===== src/hw/rtl/stable_priority_queue_top_assert.svh =====
// Assertion macros used by the queue's top-level RTL file.
// Each macro expects clk and rst_n in the scope where it is used.
`ifndef STABLE_PRIORITY_QUEUE_TOP_ASSERT_SVH
`define STABLE_PRIORITY_QUEUE_TOP_ASSERT_SVH

// Same-cycle implication, checked out of reset.
`define SPQ_ASSERT_NOW(label, ante, cons) \
    label: assert property (@(posedge clk) disable iff (!rst_n) (ante) |-> (cons)) \
        else $error("queue assertion failed");

// Implication checked in the cycle after the antecedent.
`define SPQ_ASSERT_NEXT(label, ante, cons) \
    label: assert property (@(posedge clk) disable iff (!rst_n) (ante) |=> (cons)) \
        else $error("queue assertion failed");

`endif


===== src/hw/rtl/spq_pkg.sv =====
`default_nettype none

package spq_pkg;

    localparam int DEFAULT_CAPACITY = 16;
    localparam int WORD_W = 32;
    localparam int ENTRY_COUNT_W = 5;

    localparam logic [1:0] OP_INSERT = 2'd0;
    localparam logic [1:0] OP_REMOVE = 2'd1;
    localparam logic [1:0] OP_QUERY  = 2'd2;

    typedef logic signed [WORD_W-1:0] word_t;

    typedef struct packed {
        logic [1:0] opcode;
        word_t      item_value;
        word_t      item_priority;
    } req_t;

    typedef struct packed {
        word_t                    head_value;
        word_t                    head_priority;
        logic [ENTRY_COUNT_W-1:0] entry_count;
        logic                     is_empty;
        logic                     is_full;
        logic                     op_error;
    } rsp_t;

    typedef struct packed {
        logic insert;
        logic remove;
    } cell_ctrl_t;

endpackage

`default_nettype wire


===== src/hw/rtl/spq_cell.sv =====
`default_nettype none

module spq_cell
    import spq_pkg::*;
#(
    parameter int COUNT_W = 5,
    parameter int IDX     = 0
)
(
    input  wire logic               clk,
    input  wire cell_ctrl_t         ctrl,
    input  wire word_t              new_value,
    input  wire word_t              new_prio,
    input  wire logic [COUNT_W-1:0] count,
    input  wire logic               left_keeps,
    input  wire word_t              left_value,
    input  wire word_t              left_prio,
    input  wire word_t              right_value,
    input  wire word_t              right_prio,
    output logic                    keeps,
    output word_t                   value,
    output word_t                   prio
);

    word_t value_reg;
    word_t value_next;
    word_t prio_reg;
    word_t prio_next;
    logic  occupied;

    assign occupied = (count > COUNT_W'(IDX));

    // An entry stays put on insert when its priority is at least the new one,
    // so equal priorities keep their arrival order.
    assign keeps = occupied && (prio_reg >= new_prio);

    always_comb
    begin
        value_next = value_reg;
        prio_next  = prio_reg;
        if (ctrl.insert)
        begin
            if (!keeps)
            begin
                if (left_keeps)
                begin
                    value_next = new_value;
                    prio_next  = new_prio;
                end
                else
                begin
                    value_next = left_value;
                    prio_next  = left_prio;
                end
            end
        end
        else if (ctrl.remove)
        begin
            value_next = right_value;
            prio_next  = right_prio;
        end
    end

    always_ff @(posedge clk)
    begin
        value_reg <= value_next;
        prio_reg  <= prio_next;
    end

    assign value = value_reg;
    assign prio  = prio_reg;

endmodule

`default_nettype wire


===== src/hw/rtl/stable_priority_queue_top.sv =====
// Stable priority queue of CAPACITY signed value/priority pairs.
// A request on the req channel carries an opcode (insert, remove head, or
// query) plus the value and priority used by an insert. Each request gives
// exactly one response on the rsp channel: the head entry, the entry count,
// empty and full flags, and an error flag for a dropped insert or a remove
// on an empty queue. Higher priority leaves first; ties leave in arrival order.
// The entries sit in a row of cells, head in cell 0; on each request every
// cell takes its own, its left or its right neighbor's entry, or the new one.
// A response is registered for each accepted request. Throughput is one
// request per cycle while req_stall is low, as the whole cell row updates at once.
// A two-entry output stage decouples the channels: while a response is
// stalled one more request is still accepted, then req_stall rises until
// the receiver drops rsp_stall.
// Reset empties the queue and invalidates both response slots; entry contents
// are not cleared and are only read below the count.
`default_nettype none
`include "stable_priority_queue_top_assert.svh"

module stable_priority_queue_top
    import spq_pkg::*;
#(
    parameter int CAPACITY = DEFAULT_CAPACITY
)
(
    input  wire logic clk,
    input  wire logic rst_n,
    input  wire logic req_valid,
    output logic      req_stall,
    input  wire req_t req,
    output logic      rsp_valid,
    input  wire logic rsp_stall,
    output rsp_t      rsp
);

    localparam int COUNT_W = $clog2(CAPACITY + 1);
    localparam logic [COUNT_W-1:0] CAP_CNT = COUNT_W'(CAPACITY);

    logic [COUNT_W-1:0] count_reg;
    logic [COUNT_W-1:0] count_next;

    logic       accept;
    logic       is_ins;
    logic       is_rem;
    logic       full;
    logic       empty;
    logic       do_ins;
    logic       do_rem;
    logic       err;
    cell_ctrl_t ctrl;

    word_t cell_value [CAPACITY];
    word_t cell_prio  [CAPACITY];
    logic  cell_keeps [CAPACITY];

    word_t head_value_next;
    word_t head_prio_next;
    rsp_t  result;

    logic rsp_valid_reg;
    logic rsp_valid_next;
    logic skid_valid_reg;
    logic skid_valid_next;
    rsp_t rsp_reg;
    rsp_t rsp_next;
    rsp_t skid_reg;
    rsp_t skid_next;
    logic out_free;

    assign accept = req_valid && !req_stall;
    assign is_ins = (req.opcode == OP_INSERT);
    assign is_rem = (req.opcode == OP_REMOVE);
    assign full   = (count_reg == CAP_CNT);
    assign empty  = (count_reg == '0);
    assign do_ins = accept && is_ins && !full;
    assign do_rem = accept && is_rem && !empty;
    assign err    = (is_ins && full) || (is_rem && empty);

    assign ctrl.insert = do_ins;
    assign ctrl.remove = do_rem;

    always_comb
    begin
        count_next = count_reg;
        if (do_ins)
        begin
            count_next = count_reg + COUNT_W'(1);
        end
        else if (do_rem)
        begin
            count_next = count_reg - COUNT_W'(1);
        end
    end

    always_ff @(posedge clk or negedge rst_n)
    begin
        if (!rst_n)
        begin
            count_reg <= '0;
        end
        else
        begin
            count_reg <= count_next;
        end
    end

    genvar gi;
    generate
        for (gi = 0; gi < CAPACITY; gi++)
        begin : g_cell
            logic  left_keeps;
            word_t left_value;
            word_t left_prio;
            word_t right_value;
            word_t right_prio;

            if (gi == 0)
            begin : g_first
                assign left_keeps = 1'b1;
                assign left_value = req.item_value;
                assign left_prio  = req.item_priority;
            end
            else
            begin : g_inner_left
                assign left_keeps = cell_keeps[gi-1];
                assign left_value = cell_value[gi-1];
                assign left_prio  = cell_prio[gi-1];
            end

            // The last cell is never occupied after a remove, so its
            // refill value does not matter.
            if (gi == CAPACITY - 1)
            begin : g_last
                assign right_value = cell_value[gi];
                assign right_prio  = cell_prio[gi];
            end
            else
            begin : g_inner_right
                assign right_value = cell_value[gi+1];
                assign right_prio  = cell_prio[gi+1];
            end

            spq_cell #(
                .COUNT_W (COUNT_W),
                .IDX     (gi)
            ) u_cell (
                .clk         (clk),
                .ctrl        (ctrl),
                .new_value   (req.item_value),
                .new_prio    (req.item_priority),
                .count       (count_reg),
                .left_keeps  (left_keeps),
                .left_value  (left_value),
                .left_prio   (left_prio),
                .right_value (right_value),
                .right_prio  (right_prio),
                .keeps       (cell_keeps[gi]),
                .value       (cell_value[gi]),
                .prio        (cell_prio[gi])
            );
        end
    endgenerate

    // Head after this request, taken from what cell 0 is about to load.
    always_comb
    begin
        head_value_next = cell_value[0];
        head_prio_next  = cell_prio[0];
        if (do_ins && !cell_keeps[0])
        begin
            head_value_next = req.item_value;
            head_prio_next  = req.item_priority;
        end
        else if (do_rem)
        begin
            head_value_next = cell_value[1];
            head_prio_next  = cell_prio[1];
        end
    end

    always_comb
    begin
        result.head_value    = (count_next == '0) ? '0 : head_value_next;
        result.head_priority = (count_next == '0) ? '0 : head_prio_next;
        result.entry_count   = ENTRY_COUNT_W'(count_next);
        result.is_empty      = (count_next == '0);
        result.is_full       = (count_next == CAP_CNT);
        result.op_error      = err;
    end

    assign out_free  = !rsp_valid_reg || !rsp_stall;
    assign req_stall = skid_valid_reg;

    always_comb
    begin
        rsp_valid_next  = rsp_valid_reg;
        skid_valid_next = skid_valid_reg;
        rsp_next        = rsp_reg;
        skid_next       = skid_reg;
        if (out_free)
        begin
            if (skid_valid_reg)
            begin
                rsp_next        = skid_reg;
                rsp_valid_next  = 1'b1;
                skid_valid_next = 1'b0;
            end
            else if (accept)
            begin
                rsp_next       = result;
                rsp_valid_next = 1'b1;
            end
            else
            begin
                rsp_valid_next = 1'b0;
            end
        end
        else if (accept)
        begin
            skid_next       = result;
            skid_valid_next = 1'b1;
        end
    end

    always_ff @(posedge clk or negedge rst_n)
    begin
        if (!rst_n)
        begin
            rsp_valid_reg  <= 1'b0;
            skid_valid_reg <= 1'b0;
        end
        else
        begin
            rsp_valid_reg  <= rsp_valid_next;
            skid_valid_reg <= skid_valid_next;
        end
    end

    always_ff @(posedge clk)
    begin
        rsp_reg  <= rsp_next;
        skid_reg <= skid_next;
    end

    assign rsp_valid = rsp_valid_reg;
    assign rsp       = rsp_reg;

    `SPQ_ASSERT_NOW(a_count_bound, 1'b1, count_reg <= CAP_CNT)
    `SPQ_ASSERT_NOW(a_skid_behind_out, skid_valid_reg, rsp_valid_reg)
    `SPQ_ASSERT_NEXT(a_full_drop, accept && is_ins && full, count_reg == CAP_CNT)
    `SPQ_ASSERT_NEXT(a_remove_count, do_rem, count_reg == $past(count_reg) - COUNT_W'(1))

endmodule

`default_nettype wire

===== config.mk =====
export PLATFORM = sky130hd
export DESIGN_NAME = stable_priority_queue_top
export DESIGN_NICKNAME = d
export VERILOG_FILES = /design/src/hw/rtl/spq_pkg.sv /design/src/hw/rtl/spq_cell.sv /design/src/hw/rtl/stable_priority_queue_top.sv
export VERILOG_INCLUDE_DIRS = /design/src /design/src/hw/rtl
export SDC_FILE = /design/constraint.sdc
export NUM_CORES = 2
export LEC_CHECK = 0
export BUFFER_PORTS_ARGS = -buffer_cell sky130_fd_sc_hd__clkbuf_2
export CORE_MARGIN = 4
export CORE_UTILIZATION = 55
export CTS_CLUSTER_SIZE = 10
export DETAILED_ROUTE_END_ITERATION = 10
export GPL_ROUTABILITY_DRIVEN = 0
export PLACE_DENSITY_LB_ADDON = 0.08
export SYNTH_ARGS = -nofsm -noshare
export SYNTH_HDL_FRONTEND = slang
export SYNTH_SLANG_ARGS = --single-unit

===== constraint.sdc =====
create_clock -name clk -period 7.45 [get_ports clk]
set_input_delay 1.1175 -clock clk [delete_from_list [all_inputs] [get_ports clk]]
set_output_delay 1.1175 -clock clk [all_outputs]
set_load 0.03 [all_outputs]

Word-level counts from Yosys, hierarchy flattened
Cells that the tools add are included.
- register bits after elaboration: 1175
- input port bits: 70
- output and inout port bits: 74
- word-level logic and storage cells: 288
- $add $sub $neg: 2
- magnitude comparators: 32
- equal/unequal tests: 18
- muxes and demuxes: 132
- bitwise gates (word level): 2
- reductions and logical operators: 55
- operator list (cell ; number):
    32-bit two-way mux ; 124
    32-bit greater-or-equal comparator ; 16
    72-bit two-way mux ; 2
    5-bit by 4-bit greater-than comparator with 1-bit output, second input constant ; 8
    2-bit AND reduction ; 17
    2-bit != test, second input constant ; 15
    1-bit logical AND ; 24
    5-bit by 3-bit greater-than comparator with 1-bit output, second input constant ; 4
    5-bit == test, second input constant ; 2
    5-bit by 1-bit greater-than comparator with 1-bit output, second input constant ; 2
    5-bit by 2-bit greater-than comparator with 1-bit output, second input constant ; 2
    5-bit logical NOT ; 2
    5-bit two-way mux ; 2
    1-bit logical NOT ; 6
    2-bit nonzero test ; 3
    5-bit by 1-bit adder with 5-bit output, second input constant ; 1
    5-bit by 1-bit subtractor with 5-bit output, second input constant ; 1
    1-bit two-way mux ; 4
    2-bit by 1-bit == test with 1-bit output, second input constant ; 1
    2-bit logical NOT ; 1
    1-bit logical OR ; 2
    1-bit inverter ; 2

Longest topological paths before layout
- depth after elaboration: 10
- depth in mapped cells: 14
- gate-level depth less buffers: 10

Hierarchy
Synthesis repeated with hierarchy kept, for this count alone.
- cells, all modules: 7027
- area, all modules: 72894.9 sq um
- modules (own cells, without submodules) (module ; instances ; cells each ; area each (sq um) ; sequential area each (sq um)):
    stable_priority_queue_top ; 1 ; 673 ; 7703.6 ; 4499.3
    spq_cell at g_cell[10].u_cell ; 1 ; 401 ; 4092.7 ; 1921.8
    spq_cell at g_cell[4].u_cell ; 1 ; 395 ; 4091.4 ; 1921.8
    spq_cell at g_cell[8].u_cell ; 1 ; 399 ; 4091.4 ; 1921.8
    spq_cell at g_cell[9].u_cell ; 1 ; 399 ; 4090.2 ; 1921.8
    spq_cell at g_cell[12].u_cell ; 1 ; 397 ; 4083.9 ; 1921.8
    spq_cell at g_cell[0].u_cell ; 1 ; 399 ; 4082.7 ; 1921.8
    spq_cell at g_cell[1].u_cell ; 1 ; 396 ; 4082.7 ; 1921.8
    spq_cell at g_cell[7].u_cell ; 1 ; 398 ; 4082.7 ; 1921.8
    spq_cell at g_cell[14].u_cell ; 1 ; 396 ; 4080.2 ; 1921.8
    spq_cell at g_cell[15].u_cell ; 1 ; 394 ; 4080.2 ; 1921.8
    spq_cell at g_cell[11].u_cell ; 1 ; 396 ; 4076.4 ; 1921.8
    spq_cell at g_cell[2].u_cell ; 1 ; 396 ; 4071.4 ; 1921.8
    spq_cell at g_cell[3].u_cell ; 1 ; 397 ; 4068.9 ; 1921.8
    +3 rows ; - ; - ; - ; -

Worst setup path before layout
OpenSTA, ideal clock, no wires.
- path type: input port to flip-flop
- from: input port req[14] (netlist name)
- to: register g_cell[8].u_cell.prio_reg[0] (enable)
- setup time: 574 ps
- arrival time: 8307 ps
- required time: 6876 ps
- slack: -1432 ps
- cell stages on the path: 11
- path buffers: 3
- cell sequence: clkbuf_1 inv_1 ha_1 a21o_1 a221o_1 o31a_1 or4b_1 and3_1 clkbuf_1 buf_2 o21ai_0
- longest elaborated chain between the ends: 4
- RTL lines (what ; line ; source):
    start, declared ; stable_priority_queue_top.sv:29 ; input wire req_t req,
    32-bit greater-or-equal comparator ; spq_cell.sv:35 ; assign keeps = occupied && (prio_reg >= new_prio);
    1-bit logical AND ; spq_cell.sv:35 ;
    2-bit != test (no source line) ; - ;
    2-bit AND reduction (no source line) ; - ;
    end signal, assigned ; spq_cell.sv:67 ; prio_reg <= prio_next;
    end, declared ; spq_cell.sv:27 ; word_t prio_reg;
Every way passes these cells.
A chain may end at the register's enable or synchronous reset.

Worst setup path after layout
- from: input port req[1] (netlist name)
- to: register g_cell[5].u_cell.value_reg[25] (enable)
- longest elaborated chain between the ends: 4
- RTL lines (what ; line ; source):
    32-bit greater-or-equal comparator ; spq_cell.sv:35 ;
    1-bit logical AND ; spq_cell.sv:35 ;
    2-bit != test (no source line) ; - ;
    2-bit AND reduction (no source line) ; - ;
    end signal, assigned ; spq_cell.sv:66 ; value_reg <= value_next;
    end, declared ; spq_cell.sv:25 ; word_t value_reg;
Every way passes these cells.

==> results by stage <==
Run status:
- The flow ran to the end, and the final reports show no timing, DRC or antenna violations.

Route:
- In this run, the number of DRC markers left after iteration 0 of detailed routing was 6372.
- The remaining routing DRC violations is 0.
- The post-detailed-route wirelength per cell is 26.51 um.
- The first detailed-routing pass took 6 iterations.
- The ratio of routed vias to standard cells is 6.446.
- The routed design has 225.0 mm of wire.
- The post-route antenna net violation count is 0.
- Across all layers, the routed design uses 54720 vias.

Yosys:
- In this run, synthesis inferred 1168 flip-flops with an integrated enable.
- The number of nets in the synthesized netlist is 7496.
- After synthesis, the share of flip-flops with an asynchronous set or reset is 0.5957%.
- After Yosys synthesis, full adders, half adders and majority gates account for 9.138% of the synthesized area.
- The share of the Yosys chip area taken by registers is 49.80%.
- After synthesis the netlist holds a flip-flop and latch count of 1175.
- Counting every instance in the synthesized netlist gives 6909.
- After synthesis, the largest family of logic cells by area is compound AO/OA/AOI/OAI gates.
- The synthesized-area fraction occupied by ao, oa, aoi and oai cells is 13.47%.
- The most used flip-flop cell after synthesis is sky130_fd_sc_hd__edfxtp_1.
- A synthesized cell averages 10.25 sq um.
- In this run the cell area of the synthesized design comes to 0.07079 sq mm.
- The basic-gate share of the synthesized area counting and, or, nand and nor cells is 11.58%.
- The synthesized netlist devotes 0.04773% of its cell area to XOR and XNOR gates.
- The Yosys step of the flow raised 0 warnings.
- The number of distinct library cell variants in the gate-level netlist after synthesis is 78.
- The mux cell area share after synthesis is 12.12%.

Power:
- The reported leakage power is 31.37 nW.
- The maximum vdd ir drop is 452.1 uV.
- In this run the power density over the cells is 321.8 mW/mm^2.
- The total power consumption of the routed design is 24.72 mW.

Critical path:
- The largest driver fanout on the critical path is 37.
- The worst setup path is launched from an input port.
- In this run the critical register-to-register path is launched from g_cell[5].u_cell.prio[1]$_DFFE_PP_.
- STA puts the critical path data required time at 7.88 ns.
- The start point of the critical path is req[1].
- The worst setup path is of the input port to flip-flop kind.
- Data arrives at the worst endpoint at 6.33 ns.
- The kind of end point of the critical path is a flip-flop.

CTS:
- TritonCTS built the clock tree.
- The number of buffers inserted for hold repair after clock tree synthesis is 0.
- Clock tree synthesis selected as its root buffer the cell sky130_fd_sc_hd__clkbuf_16.
- The H-tree level count is 4.
- Clock tree synthesis found a total of 1175 sinks.
- The post-CTS setup repair buffer count is 0.
- After clock tree synthesis, the clock-pin slew on the worst setup and hold paths is 0.06 ns.
- The deepest clock path buffer count is 3.
- The number of CTS-inserted buffers is 142.
- The source-to-sink clock delay at the later pin of the worst-skew pair is 0.78 ns.
- The post-CTS resize count is 0.

Timing:
- Setup repair after global routing left no endpoint under its margin.
- Summed over all failing endpoints, the final setup total negative slack is 0 ns.
- The number of pins exceeding their max-slew limit in the final report is 0.
- The normalized max-slew margin is 18.21%.
- For the final database, setup skew stands at 0.02826 ns.
- The final hold violation count is 0.
- The maximum clock rate is 169.4 MHz.
- The worst path uses 79.26% of the clock period.
- For the pin with the worst max-slew slack, the measured transition is 1.216 ns.
- The final-report setup violation count is 0.
- The minimum period implied by the final worst setup slack is 5.905 ns.

Worst hold path:
- The tightest min-delay check is of the input port to asynchronous set/reset pin type.

Global route:
- The initial antenna violation count came to 7.
- The overall track demand over capacity in global routing is 32.65%.
- Entering global routing, the biggest net connects 280 pins.
- The via count of the first global-routing pass was 53030.
- After global routing the overflow that remains totals 0.
- The first-pass GRT wire length is 337.3 mm.

Floorplanning:
- The starting density of the core is 55.44%.
- In this run the horizontal extent of the chip is 366.8 um.
- The number of placement rows is 131.
- The total core area is 0.1277 sq mm.
- The die area is 0.1345 sq mm.
- During I/O placement, the number of pins put on the boundary was 144.
- The vertical extent of the die is 366.8 um.

Final layout:
- The most common library cell in the layout ignoring fill and taps is sky130_fd_sc_hd__edfxtp_1.
- The growth of design area from synthesis to finish is 8.529%.
- The library cells used most frequently in the layout, excluding fill and tap cells, are sky130_fd_sc_hd__edfxtp_1 (1168), sky130_fd_sc_hd__nand2_1 (937), sky130_fd_sc_hd__a21oi_1 (755).
- The final layout contains 7340 nets.
- The number of fill cells is 10670.
- Cells with a size suffix above 1 make up 8.782% of the layout.
- The count of cells in the finished layout, fillers not included, comes to 8489.

Place:
- In this run, placement finished with an instance count of 8271.
- The number of port buffers is 143.
- After legalization and detailed placement, the total HPWL measured 143.0 mm.

Flow run:
- Max-cap violations in this run came to 0.
-- routing by layer --
metal | track usage, % | part of all wire, %
met3 | 5.775 | 8.4
met2 | 52.94 | 47
met4 | 15.31 | 5.1
met1 | 42.78 | 40
met5 | 0 | 0
-- layout make-up --
class / count / area (sq um) / area share, %
Antenna cell: 6 / 15.01 / 0.01954
Multi-Input combinational cell: 5070 / 33200 / 43.21
Clock buffer: 183 / 3771 / 4.909
Tap cell: 1662 / 2079 / 2.707
Sequential cell: 1175 / 35250 / 45.89
Clock inverter: 29 / 225.2 / 0.2932
Inverter: 115 / 431.7 / 0.5619
Timing Repair Buffer: 249 / 1849 / 2.407
-- metrics by stage --
step                cell area (sq um)  hold slack (ns)  worst slack, ns  util, %
finish                          76820           0.1829            1.545    60.17
global route                    76810           0.1495            1.588    60.16
CTS                             76810           0.1210            1.776    60.15
detailed placement              72810           0.5142           0.9341    57.02
global placement                72810           0.5133           0.8721    57.02
floorplan                       70790           0.5000           0.3020        -
-- synth_stat cells, types with 6 or more instances --
cell type / n / share of area, %
sky130_fd_sc_hd__buf_1: 45 / 0.24
sky130_fd_sc_hd__a221oi_1: 6 / 0.074
sky130_fd_sc_hd__dfrtp_1: 7 / 0.25
sky130_fd_sc_hd__edfxtp_1: 1168 / 50
sky130_fd_sc_hd__inv_1: 115 / 0.61
sky130_fd_sc_hd__o221ai_1: 6 / 0.074
sky130_fd_sc_hd__clkbuf_1: 357 / 1.9
sky130_fd_sc_hd__ha_1: 517 / 9.1
sky130_fd_sc_hd__a21oi_1: 758 / 5.4
sky130_fd_sc_hd__and4_1: 9 / 0.11
sky130_fd_sc_hd__o31a_1: 6 / 0.074
sky130_fd_sc_hd__nand2b_1: 9 / 0.080
sky130_fd_sc_hd__mux2_2: 135 / 2.1
sky130_fd_sc_hd__nand2_1: 946 / 5.0
sky130_fd_sc_hd__or3_1: 9 / 0.080
sky130_fd_sc_hd__a31oi_1: 6 / 0.053
sky130_fd_sc_hd__mux2i_1: 705 / 10
sky130_fd_sc_hd__nor3_1: 212 / 1.5
sky130_fd_sc_hd__o21ai_1: 62 / 0.44
sky130_fd_sc_hd__o211ai_1: 18 / 0.19
sky130_fd_sc_hd__nor4_1: 14 / 0.12
sky130_fd_sc_hd__nor2_1: 575 / 3.0
sky130_fd_sc_hd__nand3_1: 46 / 0.33
sky130_fd_sc_hd__a2111oi_0: 8 / 0.099
sky130_fd_sc_hd__o21bai_1: 6 / 0.064
sky130_fd_sc_hd__buf_2: 136 / 0.96
sky130_fd_sc_hd__nand4_1: 83 / 0.73
sky130_fd_sc_hd__buf_6: 7 / 0.11
sky130_fd_sc_hd__a21o_1: 54 / 0.57
sky130_fd_sc_hd__and3_1: 7 / 0.062
sky130_fd_sc_hd__o21a_1: 17 / 0.18
sky130_fd_sc_hd__nor2b_1: 28 / 0.25
sky130_fd_sc_hd__o21ai_0: 663 / 4.7
sky130_fd_sc_hd__a211oi_1: 86 / 0.91
-- cell families after synthesis --
family / count (synthesis)
muxes: 840
AOI/OAI and AO/OA: 1751
DFF: 1175
adders and majority gates: 517
xor gates and xnor gates: 3
buffers and inverters: 664
and+or+nand+nor: 1959
-- worst paths after layout --
path,end,depth (start not counted),slack [ns]
max in group asynchronous,req_stall$_DFFE_PN0P_,1,7.04
min reg2reg,rsp[71]$_DFFE_PP_,2,0.52
max,g_cell[5].u_cell.value[25]$_DFFE_PP_,12,1.55
min in group clk,rsp[71]$_DFFE_PP_,2,0.52
min,count_reg[0]$_DFF_PN0_,1,0.18
max reg2reg,g_cell[5].u_cell.value[25]$_DFFE_PP_,10,2.54
-- power breakdown --
group	internal (mW)	switching, mW	leakage (nW)
Sequential	8.70	0.669	10.9
Clock	3.53	2.80	1.94
Combinational	3.10	5.92	18.5
Total	15.3	9.38	31.4
-- worst max-delay path, stage by stage --
cell                       delay (ns)
sky130_fd_sc_hd__clkbuf_2        0.28
sky130_fd_sc_hd__inv_1           0.73
sky130_fd_sc_hd__ha_1            0.37
sky130_fd_sc_hd__nor2b_1         0.14
sky130_fd_sc_hd__o21a_1          0.16
sky130_fd_sc_hd__o21ai_0         0.59
sky130_fd_sc_hd__a211oi_1        0.28
sky130_fd_sc_hd__o41ai_1         0.75
sky130_fd_sc_hd__a22o_4          0.78
sky130_fd_sc_hd__nand2_1         0.20
sky130_fd_sc_hd__nand2_4         0.47
sky130_fd_sc_hd__buf_12          0.37
Power figures use the tool's default switching activity.
